File: src/design/hds_pkg.sv
// ----------------------------------------------------------------------------
// hds_pkg
// Shared types and constants of the HID descriptor scanner.
// ----------------------------------------------------------------------------
package hds_pkg;

   localparam int unsigned MAX_REPORT = 8;

   localparam logic [15:0] HEADER_BYTES   = 16'd9;
   localparam logic [15:0] POS_MAX        = 16'hFFFF;
   localparam logic [7:0]  TYPE_INTERFACE = 8'h04;
   localparam logic [7:0]  TYPE_ENDPOINT  = 8'h05;
   localparam logic [7:0]  CLASS_HID      = 8'h03;
   localparam logic [7:0]  EMPTY_IF       = 8'hFF;
   localparam logic [7:0]  OFFSET_MAX     = 8'hFF;
   localparam logic [7:0]  OFF_TYPE       = 8'd1;
   localparam logic [7:0]  OFF_NUMBER     = 8'd2;
   localparam logic [7:0]  OFF_CLASS      = 8'd5;
   localparam int unsigned EP_DIR_BIT     = 7;

   typedef struct packed {
      logic [7:0] iface;
      logic [3:0] ep_in;
      logic [3:0] ep_out;
   } slot_entry_type;

   // Result item, lowest field in the lowest bits.
   typedef struct packed {
      logic       bad_descriptor;
      logic [3:0] out_endpoint;
      logic [3:0] in_endpoint;
      logic [7:0] interface_number;
      logic       slot_valid;
      logic [2:0] slot_index;
   } rsp_item_type;

   typedef struct packed {
      logic full;
      logic empty;
   } queue_status_type;

endpackage

File: src/design/hds_front.sv
// ----------------------------------------------------------------------------
// hds_front
// Byte parser: follows the descriptor chain and builds the slot table.
// ----------------------------------------------------------------------------
module hds_front import hds_pkg::*; #(
   parameter int unsigned SLOT_COUNT = 8,
   parameter int unsigned REPORT_N   = 8
) (
   input  logic                             clock,
   input  logic                             reset,
   input  logic                             req_tvalid,
   output logic                             req_tready,
   input  logic [7:0]                       req_tdata,  // [7:0] desc_byte
   input  logic                             req_tlast,  // final_byte
   input  queue_status_type                 q_status,
   output logic                             push,
   output logic                             push_halted,
   output slot_entry_type [REPORT_N-1:0]    push_slots
);

   localparam int unsigned SW = (SLOT_COUNT > 1) ? $clog2(SLOT_COUNT) : 1;
   localparam int unsigned UW = $clog2(SLOT_COUNT + 1);

   logic [15:0]    pos_ff, pos_in;
   logic [15:0]    nds_ff, nds_in;
   logic [7:0]     off_ff, off_in;
   logic [7:0]     type_ff, type_in;
   logic [7:0]     pend_ff, pend_in;
   logic [SW-1:0]  cur_ff, cur_in;
   logic           cur_valid_ff, cur_valid_in;
   logic [UW-1:0]  used_ff, used_in;
   logic           halted_ff, halted_in;
   slot_entry_type table_ff [SLOT_COUNT];
   slot_entry_type table_in [SLOT_COUNT];

   logic           accept;
   logic           step_pos;
   logic [16:0]    next_sum;
   logic [7:0]     b;

   assign req_tready = !q_status.full;
   assign accept     = req_tvalid && req_tready;
   assign b          = req_tdata;
   assign next_sum   = {1'b0, pos_ff} + {9'd0, b};

   always_comb begin
      pos_in       = pos_ff;
      nds_in       = nds_ff;
      off_in       = off_ff;
      type_in      = type_ff;
      pend_in      = pend_ff;
      cur_in       = cur_ff;
      cur_valid_in = cur_valid_ff;
      used_in      = used_ff;
      halted_in    = halted_ff;
      table_in     = table_ff;
      step_pos     = 1'b0;
      push         = 1'b0;
      push_halted  = 1'b0;
      push_slots   = '0;

      if (accept && !halted_ff) begin
         step_pos = 1'b1;
         if (pos_ff >= HEADER_BYTES) begin
            if (pos_ff == nds_ff) begin
               // length byte: zero or past the 16-bit range stops the parse
               if (b == 8'd0 || next_sum[16]) begin
                  halted_in = 1'b1;
                  step_pos  = 1'b0;
               end else begin
                  nds_in  = next_sum[15:0];
                  off_in  = 8'd0;
                  type_in = 8'd0;
               end
            end else begin
               off_in = (off_ff != OFFSET_MAX) ? off_ff + 8'd1 : off_ff;
               if (off_in == OFF_TYPE) begin
                  type_in = b;
                  if (b == TYPE_INTERFACE) begin
                     cur_valid_in = 1'b0;
                  end
               end else if (off_in == OFF_NUMBER) begin
                  if (type_ff == TYPE_INTERFACE) begin
                     pend_in = b;
                  end else if (type_ff == TYPE_ENDPOINT && cur_valid_ff) begin
                     if (b[EP_DIR_BIT]) begin
                        table_in[cur_ff].ep_in = b[3:0];
                     end else begin
                        table_in[cur_ff].ep_out = b[3:0];
                     end
                  end
               end else if (off_in == OFF_CLASS && type_ff == TYPE_INTERFACE &&
                            b == CLASS_HID) begin
                  if (used_ff < UW'(SLOT_COUNT)) begin
                     cur_in                  = used_ff[SW-1:0];
                     table_in[used_ff[SW-1:0]].iface = pend_ff;
                     cur_valid_in            = 1'b1;
                     if (pend_ff != EMPTY_IF) begin
                        used_in = used_ff + UW'(1);
                     end
                  end else begin
                     cur_valid_in = 1'b0;
                  end
               end
            end
         end
         if (step_pos && pos_ff != POS_MAX) begin
            pos_in = pos_ff + 16'd1;
         end
      end

      if (accept && req_tlast) begin
         // snapshot the table including this byte, then start a new parse
         push        = 1'b1;
         push_halted = halted_in;
         for (int i = 0; i < int'(REPORT_N); i++) begin
            push_slots[i] = table_in[i];
         end
         pos_in       = '0;
         nds_in       = HEADER_BYTES;
         off_in       = '0;
         type_in      = '0;
         pend_in      = '0;
         cur_in       = '0;
         cur_valid_in = 1'b0;
         used_in      = '0;
         halted_in    = 1'b0;
         for (int i = 0; i < int'(SLOT_COUNT); i++) begin
            table_in[i] = '{iface: EMPTY_IF, ep_in: 4'd0, ep_out: 4'd0};
         end
      end
   end

   always_ff @(posedge clock) begin
      if (reset) begin
         pos_ff       <= '0;
         nds_ff       <= HEADER_BYTES;
         off_ff       <= '0;
         type_ff      <= '0;
         pend_ff      <= '0;
         cur_ff       <= '0;
         cur_valid_ff <= 1'b0;
         used_ff      <= '0;
         halted_ff    <= 1'b0;
         for (int i = 0; i < int'(SLOT_COUNT); i++) begin
            table_ff[i] <= '{iface: EMPTY_IF, ep_in: 4'd0, ep_out: 4'd0};
         end
      end else begin
         pos_ff       <= pos_in;
         nds_ff       <= nds_in;
         off_ff       <= off_in;
         type_ff      <= type_in;
         pend_ff      <= pend_in;
         cur_ff       <= cur_in;
         cur_valid_ff <= cur_valid_in;
         used_ff      <= used_in;
         halted_ff    <= halted_in;
         table_ff     <= table_in;
      end
   end

   a_restart: assert property (@(posedge clock) disable iff (reset)
      (accept && req_tlast) |=> (pos_ff == '0 && !halted_ff && used_ff == '0))
      else $error("parser did not restart after final byte");

   a_used_bound: assert property (@(posedge clock) disable iff (reset)
      used_ff <= UW'(SLOT_COUNT))
      else $error("slot fill count exceeds table size");

endmodule

File: src/design/hds_queue.sv
// ----------------------------------------------------------------------------
// hds_queue
// Two-entry queue of table snapshots between parser and reporter.
// ----------------------------------------------------------------------------
module hds_queue import hds_pkg::*; #(
   parameter int unsigned REPORT_N = 8
) (
   input  logic                          clock,
   input  logic                          reset,
   input  logic                          push,
   input  logic                          push_halted,
   input  slot_entry_type [REPORT_N-1:0] push_slots,
   input  logic                          pop,
   output logic                          head_halted,
   output slot_entry_type [REPORT_N-1:0] head_slots,
   output queue_status_type              q_status
);

   slot_entry_type [REPORT_N-1:0] slots_ff [2];
   logic           halted_ff [2];
   logic           wr_ptr_ff, wr_ptr_in;
   logic           rd_ptr_ff, rd_ptr_in;
   logic [1:0]     count_ff, count_in;

   assign q_status.full  = (count_ff == 2'd2);
   assign q_status.empty = (count_ff == 2'd0);
   assign head_slots     = slots_ff[rd_ptr_ff];
   assign head_halted    = halted_ff[rd_ptr_ff];

   always_comb begin
      wr_ptr_in = push ? !wr_ptr_ff : wr_ptr_ff;
      rd_ptr_in = pop  ? !rd_ptr_ff : rd_ptr_ff;
      count_in  = count_ff;
      if (push && !pop) begin
         count_in = count_ff + 2'd1;
      end else if (pop && !push) begin
         count_in = count_ff - 2'd1;
      end
   end

   always_ff @(posedge clock) begin
      if (reset) begin
         wr_ptr_ff <= 1'b0;
         rd_ptr_ff <= 1'b0;
         count_ff  <= 2'd0;
      end else begin
         wr_ptr_ff <= wr_ptr_in;
         rd_ptr_ff <= rd_ptr_in;
         count_ff  <= count_in;
      end
   end

   always_ff @(posedge clock) begin
      if (push) begin
         slots_ff[wr_ptr_ff]  <= push_slots;
         halted_ff[wr_ptr_ff] <= push_halted;
      end
   end

   a_no_overflow: assert property (@(posedge clock) disable iff (reset)
      push |-> !q_status.full)
      else $error("snapshot pushed into a full queue");

   a_no_underflow: assert property (@(posedge clock) disable iff (reset)
      pop |-> !q_status.empty)
      else $error("snapshot popped from an empty queue");

endmodule

File: src/design/hds_back.sv
// ----------------------------------------------------------------------------
// hds_back
// Reporter: walks the head snapshot one slot per unstalled cycle into the output register.
// ----------------------------------------------------------------------------
module hds_back import hds_pkg::*; #(
   parameter int unsigned REPORT_N = 8
) (
   input  logic                          clock,
   input  logic                          reset,
   input  queue_status_type              q_status,
   input  logic                          head_halted,
   input  slot_entry_type [REPORT_N-1:0] head_slots,
   output logic                          pop,
   output logic                          rsp_tvalid,
   input  logic                          rsp_tready,
   output rsp_item_type                  rsp_item,
   output logic                          rsp_tlast
);

   localparam int unsigned RW = (REPORT_N > 1) ? $clog2(REPORT_N) : 1;

   logic [RW-1:0]  cnt_ff, cnt_in;
   logic           valid_ff, valid_in;
   rsp_item_type   item_ff, item_in;
   logic           last_ff, last_in;
   logic           load;
   logic           at_last;
   slot_entry_type cur;

   assign load    = !q_status.empty && (!valid_ff || rsp_tready);
   assign at_last = (cnt_ff == RW'(REPORT_N - 1));
   assign pop     = load && at_last;
   assign cur     = head_slots[cnt_ff];

   always_comb begin
      cnt_in   = cnt_ff;
      valid_in = valid_ff;
      item_in  = item_ff;
      last_in  = last_ff;
      if (load) begin
         valid_in                 = 1'b1;
         item_in.slot_index       = 3'(cnt_ff);
         item_in.slot_valid       = (cur.iface != EMPTY_IF);
         item_in.interface_number = cur.iface;
         item_in.in_endpoint      = cur.ep_in;
         item_in.out_endpoint     = cur.ep_out;
         item_in.bad_descriptor   = head_halted;
         last_in                  = at_last;
         cnt_in                   = at_last ? '0 : cnt_ff + RW'(1);
      end else if (rsp_tready) begin
         valid_in = 1'b0;
      end
   end

   always_ff @(posedge clock) begin
      if (reset) begin
         cnt_ff   <= '0;
         valid_ff <= 1'b0;
      end else begin
         cnt_ff   <= cnt_in;
         valid_ff <= valid_in;
      end
   end

   always_ff @(posedge clock) begin
      item_ff <= item_in;
      last_ff <= last_in;
   end

   assign rsp_tvalid = valid_ff;
   assign rsp_item   = item_ff;
   assign rsp_tlast  = last_ff;

   a_last_slot: assert property (@(posedge clock) disable iff (reset)
      (valid_ff && last_ff) |-> (item_ff.slot_index == 3'(REPORT_N - 1)))
      else $error("last flag on a slot other than the final one");

endmodule

File: src/design/hid_descriptor_scanner_unit.sv
// ----------------------------------------------------------------------------
// hid_descriptor_scanner_unit
// Scans a USB configuration descriptor and reports its HID interface table.
// ----------------------------------------------------------------------------
// Usage:
//   req channel: one descriptor byte per item in req_tdata[7:0]; req_tlast
//   marks a descriptor's final byte; the parser takes one byte per cycle while req_tready is high.
//   rsp channel: after the final byte, one item per table slot (at most 8),
//   slot 0 first; rsp_tlast is set on the item of the last slot.
//   Timing: the final byte's snapshot is registered into the queue, then the
//   reporter loads the first result item into its output register; the rest
//   follow at one per cycle while rsp_tready is high.
//   Throughput: one byte per cycle while req_tready is high. A two-entry
//   snapshot queue sits between parser and reporter, so the parser keeps
//   taking bytes of the next descriptor while a report drains; req_tready
//   drops only while two reports are waiting, which happens when descriptors
//   shorter than the report length arrive back to back or the receiver stalls.
//   Reset: synchronous, active high; clears the parser, empties the table
//   (interface 0xFF, endpoints 0) and drops any pending reports.
//   Receiver stall: the output register holds its item, the queue fills,
//   then req_tready falls until the reporter loads the last slot of the
//   oldest report into its output register.
// ----------------------------------------------------------------------------
module hid_descriptor_scanner_unit import hds_pkg::*; #(
   parameter int unsigned SLOT_COUNT = 8
) (
   input  logic        clock,
   input  logic        reset,
   input  logic        req_tvalid,
   output logic        req_tready,
   input  logic [7:0]  req_tdata,   // [7:0] desc_byte
   input  logic        req_tlast,   // final_byte
   output logic        rsp_tvalid,
   input  logic        rsp_tready,
   // [2:0] slot_index, [3] slot_valid, [11:4] interface_number,
   // [15:12] in_endpoint, [19:16] out_endpoint, [20] bad_descriptor, [23:21] zero
   output logic [23:0] rsp_tdata,
   output logic        rsp_tlast    // last_slot
);

   // only the first eight slots are reported
   localparam int unsigned REPORT_N = (SLOT_COUNT < MAX_REPORT) ? SLOT_COUNT : MAX_REPORT;

   queue_status_type              q_status;
   logic                          push;
   logic                          push_halted;
   slot_entry_type [REPORT_N-1:0] push_slots;
   logic                          pop;
   logic                          head_halted;
   slot_entry_type [REPORT_N-1:0] head_slots;
   rsp_item_type                  rsp_item;

   // parse bytes, build the table, push a snapshot on the final byte
   hds_front #(
      .SLOT_COUNT (SLOT_COUNT),
      .REPORT_N   (REPORT_N)
   ) u_front (
      .clock       (clock),
      .reset       (reset),
      .req_tvalid  (req_tvalid),
      .req_tready  (req_tready),
      .req_tdata   (req_tdata),
      .req_tlast   (req_tlast),
      .q_status    (q_status),
      .push        (push),
      .push_halted (push_halted),
      .push_slots  (push_slots)
   );

   // hold up to two finished tables
   hds_queue #(
      .REPORT_N (REPORT_N)
   ) u_queue (
      .clock       (clock),
      .reset       (reset),
      .push        (push),
      .push_halted (push_halted),
      .push_slots  (push_slots),
      .pop         (pop),
      .head_halted (head_halted),
      .head_slots  (head_slots),
      .q_status    (q_status)
   );

   // emit one slot per cycle from the oldest table while rsp_tready allows
   hds_back #(
      .REPORT_N (REPORT_N)
   ) u_back (
      .clock       (clock),
      .reset       (reset),
      .q_status    (q_status),
      .head_halted (head_halted),
      .head_slots  (head_slots),
      .pop         (pop),
      .rsp_tvalid  (rsp_tvalid),
      .rsp_tready  (rsp_tready),
      .rsp_item    (rsp_item),
      .rsp_tlast   (rsp_tlast)
   );

   assign rsp_tdata = {3'b000, rsp_item};

endmodule
File: config.mk
export PLATFORM = sky130hd
export DESIGN_NAME = hid_descriptor_scanner_unit
export DESIGN_NICKNAME = d
export VERILOG_FILES = /design/src/design/hds_pkg.sv /design/src/design/hds_front.sv /design/src/design/hds_queue.sv /design/src/design/hds_back.sv /design/src/design/hid_descriptor_scanner_unit.sv
export SDC_FILE = /design/constraint.sdc
export NUM_CORES = 1
export LEC_CHECK = 0
export BUFFER_PORTS_ARGS = -buffer_cell sky130_fd_sc_hd__buf_2
export CAP_MARGIN = 20
export CORE_ASPECT_RATIO = 2
export CORE_MARGIN = 1
export CORE_UTILIZATION = 65
export CTS_BUF_LIST = sky130_fd_sc_hd__clkbuf_4
export DETAILED_ROUTE_END_ITERATION = 12
export PLACE_DENSITY = 0.84
export SYNTH_ARGS = -nofsm -noshare
export SYNTH_HDL_FRONTEND = slang
export SYNTH_HIERARCHICAL = 1
export SYNTH_SLANG_ARGS = --single-unit
File: constraint.sdc
create_clock -name clock -period 13.2 [get_ports clock]
set_clock_uncertainty 0.1 [all_clocks]
set_input_delay 2.64 -clock clock [delete_from_list [all_inputs] [get_ports clock]]
set_output_delay 2.64 -clock clock [all_outputs]
set_load 0.02 [all_outputs]
==> flow_summary_export.csv <==
group,metric,value,unit
critical_path,arrival,5530,ps
timing,slew_violations,0,
status,status,"completed",
yosys,synth_area_per_cell,12.42,sq um
timing,finalSetupTns,0,ps
yosys,synth_seq_cells,482,
power,p_leak,10.00,nW
critical_path,cp_num_buf_inv,3,
cts,numCtsBuffers,101,
global_routing,use_met3,4.660,%
yosys,synth_area,22130,sq um
cts,clock_sinks,482,
timing,hold_ws,363.7,ps
cts,h-tree-depth,3,
yosys,ys_types,62,
hold_path,hp-class,"reg -> reg",
global_routing,overflow,0,
global_routing,grt_antenna_before_repair,2,
timing,hold_viol_final,0,
route,first_iter_violations,862,
yosys,ys.flop_type,"edfxtp_1",
floorplanning,io_pins,40,
cts,post_cts_buffers,0,
timing,worst_slack,8108,ps
timing,max_freq,196.4,MHz
layout,syn2layout_area_growth,7.156,%
timing,min_period,5092,ps
route,vias_per_cell,6.090,
yosys,synthArstFlopShare,0,%
placement,io_buffers,36,
floorplanning,fp-row-count,95,
route,routed-via-count,14270,
cts,post_cts_resized,0,
cts,clk_latency,790,ps
yosys,synth_edf_count,280,
global_routing,grt_pass1_wl,75280,um
floorplanning,dieArea,34840,sq um
timing,setup_violations,0,
global_routing,first_global_vias,14720,
yosys,syn_inst,1782,
global_routing,grt_use_met2,51.37,%
timing,relSlewSlack,25.45,%
route,drc,0,
layout,nNetsFinal,1847,
critical_path,start_kind,"input port",
yosys,yosysSeqAreaShare,56.25,%
critical_path,required,13630,ps
global_routing,grt_max_degree,93,
cts,cts_tree,"yes",
critical_path,cp_cell_sequence,"buf_2 > nand3_1 > inv_4 > buf_4 > nand2_1 > mux2i_1",
critical_path,crit_family,"buffers and inverters",
timing,rsz0062_at_grt,"no",
critical_path,endpoint_kind,"register",
placement,dp_hpwl,30000,um
route,routed_wl,47920,um
floorplanning,start_util,66.04,%
cts,cts_buffer_depth,3,
placement,pre_cts_ws,7386,ps
cts,cts_hold_buffers,0,
global_routing,grt_usage,28.01,%
critical_path,critPathSlowestCell,"buf_4",
cts,root_buffer,"clkbuf_4",
layout,final_core_util,70.76,%
cts,clk_pin_slew,70,ps
floorplanning,core-area,33520,sq um
power,peakVddDrop,0.00008445,V
timing,period_share,38.58,%
critical_path,crit_fanout,92,
layout,n_fill_cell,2354,
route,first_pass_iters,5,
floorplanning,die-width,132.5,um
flow_run,maxCapViolCount,0,
power,total_power,0.002958,W
critical_path,critical_path_class,"in -> reg",
route,drtAntennaViolNets,0,
layout,drive_gt1_share,21.05,%
timing,worstMarginPinSlew,1118,ps
global_routing,busiest_layer,"met2",
route,wl_per_cell,20.45,um
yosys,yosys_warnings,6,
global_routing,met1_usage,29.48,%
power,power.density,124.7,nW/um^2
critical_path,max_stage_delay,900,ps
floorplanning,fp.dieH,263.0,um
placement,gp_congestion,0.8227,
==> synth_stat cells (all sizes together) (15+ instances only) <==
cell type / instances / area, sq um
a21oi: 46 / 230.2
buf: 48 / 422.9
clkbuf: 76 / 295.3
dfxtp: 202 / 4044
edfxtp: 280 / 8408
ha: 16 / 200.2
mux2: 144 / 1622
mux2i: 286 / 2863
mux4: 30 / 739.5
nand2: 254 / 953.4
nand3: 46 / 230.2
nor2: 111 / 416.7
nor4: 17 / 106.4
o21ai: 26 / 130.1
or4: 18 / 153.9
xnor2: 15 / 131.4
xor2: 19 / 166.4
==> path summary, 6_finish.rpt <==
path,from,endpoint,slack [ps],cells past startpoint
max reg2reg,u_front/pos_ff[1],u_queue/slots_ff[1][15],9100,6
max,req_tvalid,u_queue/slots_ff[0][20],8110,6
min,u_front/table_ff[83],u_front/table_ff[83],360,2
min reg2reg,u_front/table_ff[83],u_front/table_ff[83],360,2
==> metal layers <==
metal / wire (um) / vias to the layer above
li1: - / 6658
met1: 17300 / 7004
met3: 2118 / 135
met4: 2171 / 0
met2: 26330 / 471
met5: 0 / -
==> cell type report <==
class / instances / area [sq um] / share of cell area [%]
sequential: 482 / 12460 / 52.52
antenna: 2 / 5.005 / 0.02110
timing repair buffer: 54 / 355.3 / 1.498
clock buffer: 155 / 1164 / 4.906
inverter: 10 / 40.04 / 0.1688
multi-input combinational: 1168 / 8974 / 37.83
clock inverter: 36 / 177.7 / 0.7491
tap: 436 / 545.5 / 2.300
==> layout by cell type (no fill, tap or decap), types with 3 or more instances in the layout <==
cell	instances
a21oi_1	46
a31oi_1	5
and2_1	11
and3_1	7
and4_1	4
buf_2	36
buf_4	16
clkbuf_4	155
clkinv_1	26
clkinv_2	5
conb_1	3
dfxtp_1	199
edfxtp_1	280
ha_1	16
inv_1	8
inv_2	3
mux2_2	144
mux2i_1	286
mux4_1	17
mux4_2	13
nand2_1	254
nand2b_1	7
nand3_1	46
nand3b_1	6
nand4_1	13
nor2_1	110
nor2b_1	7
nor3_1	9
nor4_1	17
nor4b_1	3
o2111ai_1	3
o211ai_1	3
o21ai_0	25
o31ai_1	13
or2_2	4
or3_1	13
or4_1	13
or4_4	5
xnor2_1	15
xor2_1	19
==> through the flow <==
| stage | cells | instance area [sq um] |
|---|---|---|
| after floorplan | 1784 | 22140 |
| after global placement | 2148 | 22320 |
| after detailed placement | 2148 | 22320 |
| after CTS | 2339 | 23660 |
| after global routing | 2343 | 23720 |
| final | 2343 | 23720 |
==> logic make-up (layout without fill, tap and decap cells) <==
kind of cell | count (synthesis) | count (layout) | share of synthesized area (%)
compound gates | 113 | 113 | 3.143
other cells | 1 | 5 | 0.01694
buf+inv | 134 | 255 | 3.414
simple gates | 541 | 541 | 11.23
fa+ha+maj | 17 | 17 | 0.9949
xor+xnor | 34 | 34 | 1.345
flops | 482 | 482 | 56.25
mux | 460 | 460 | 23.60
==> sequential cells by signal, indices dropped and copies added, names as in the netlist, named ones only <==
name,cells
u_front/off_ff,8
u_front/halted_ff,1
u_front/table_ff,128
u_queue/wr_ptr_ff,1
u_front/pend_ff,8
u_back/rsp_item,21
u_back/cnt_ff,3
u_front/type_ff,8
u_front/pos_ff,16
u_front/nds_ff,16
u_front/cur_valid_ff,1
u_queue/halted_ff,2
u_back/rsp_tvalid,1
u_queue/slots_ff,256
u_front/cur_ff,3
u_front/used_ff,4
u_queue/count_ff,2
u_queue/rd_ptr_ff,1
u_back/rsp_tlast,1
==> power by group <==
group	total, W	internal [W]	switching [W]
clock	0.00111	0.000560	0.000552
sequential	0.00164	0.00163	0.0000103
combinational	0.000207	0.0000704	0.000137
total	0.00296	0.00226	0.000700
==> tightest hold or removal path, delay by kind of cell, from the launching register on <==
kind,cells,cell delay [ps]
DFF,1,310
muxes,1,50
and+or+nand+nor,1,50
No activity file was read; power rests on OpenSTA's default activity.
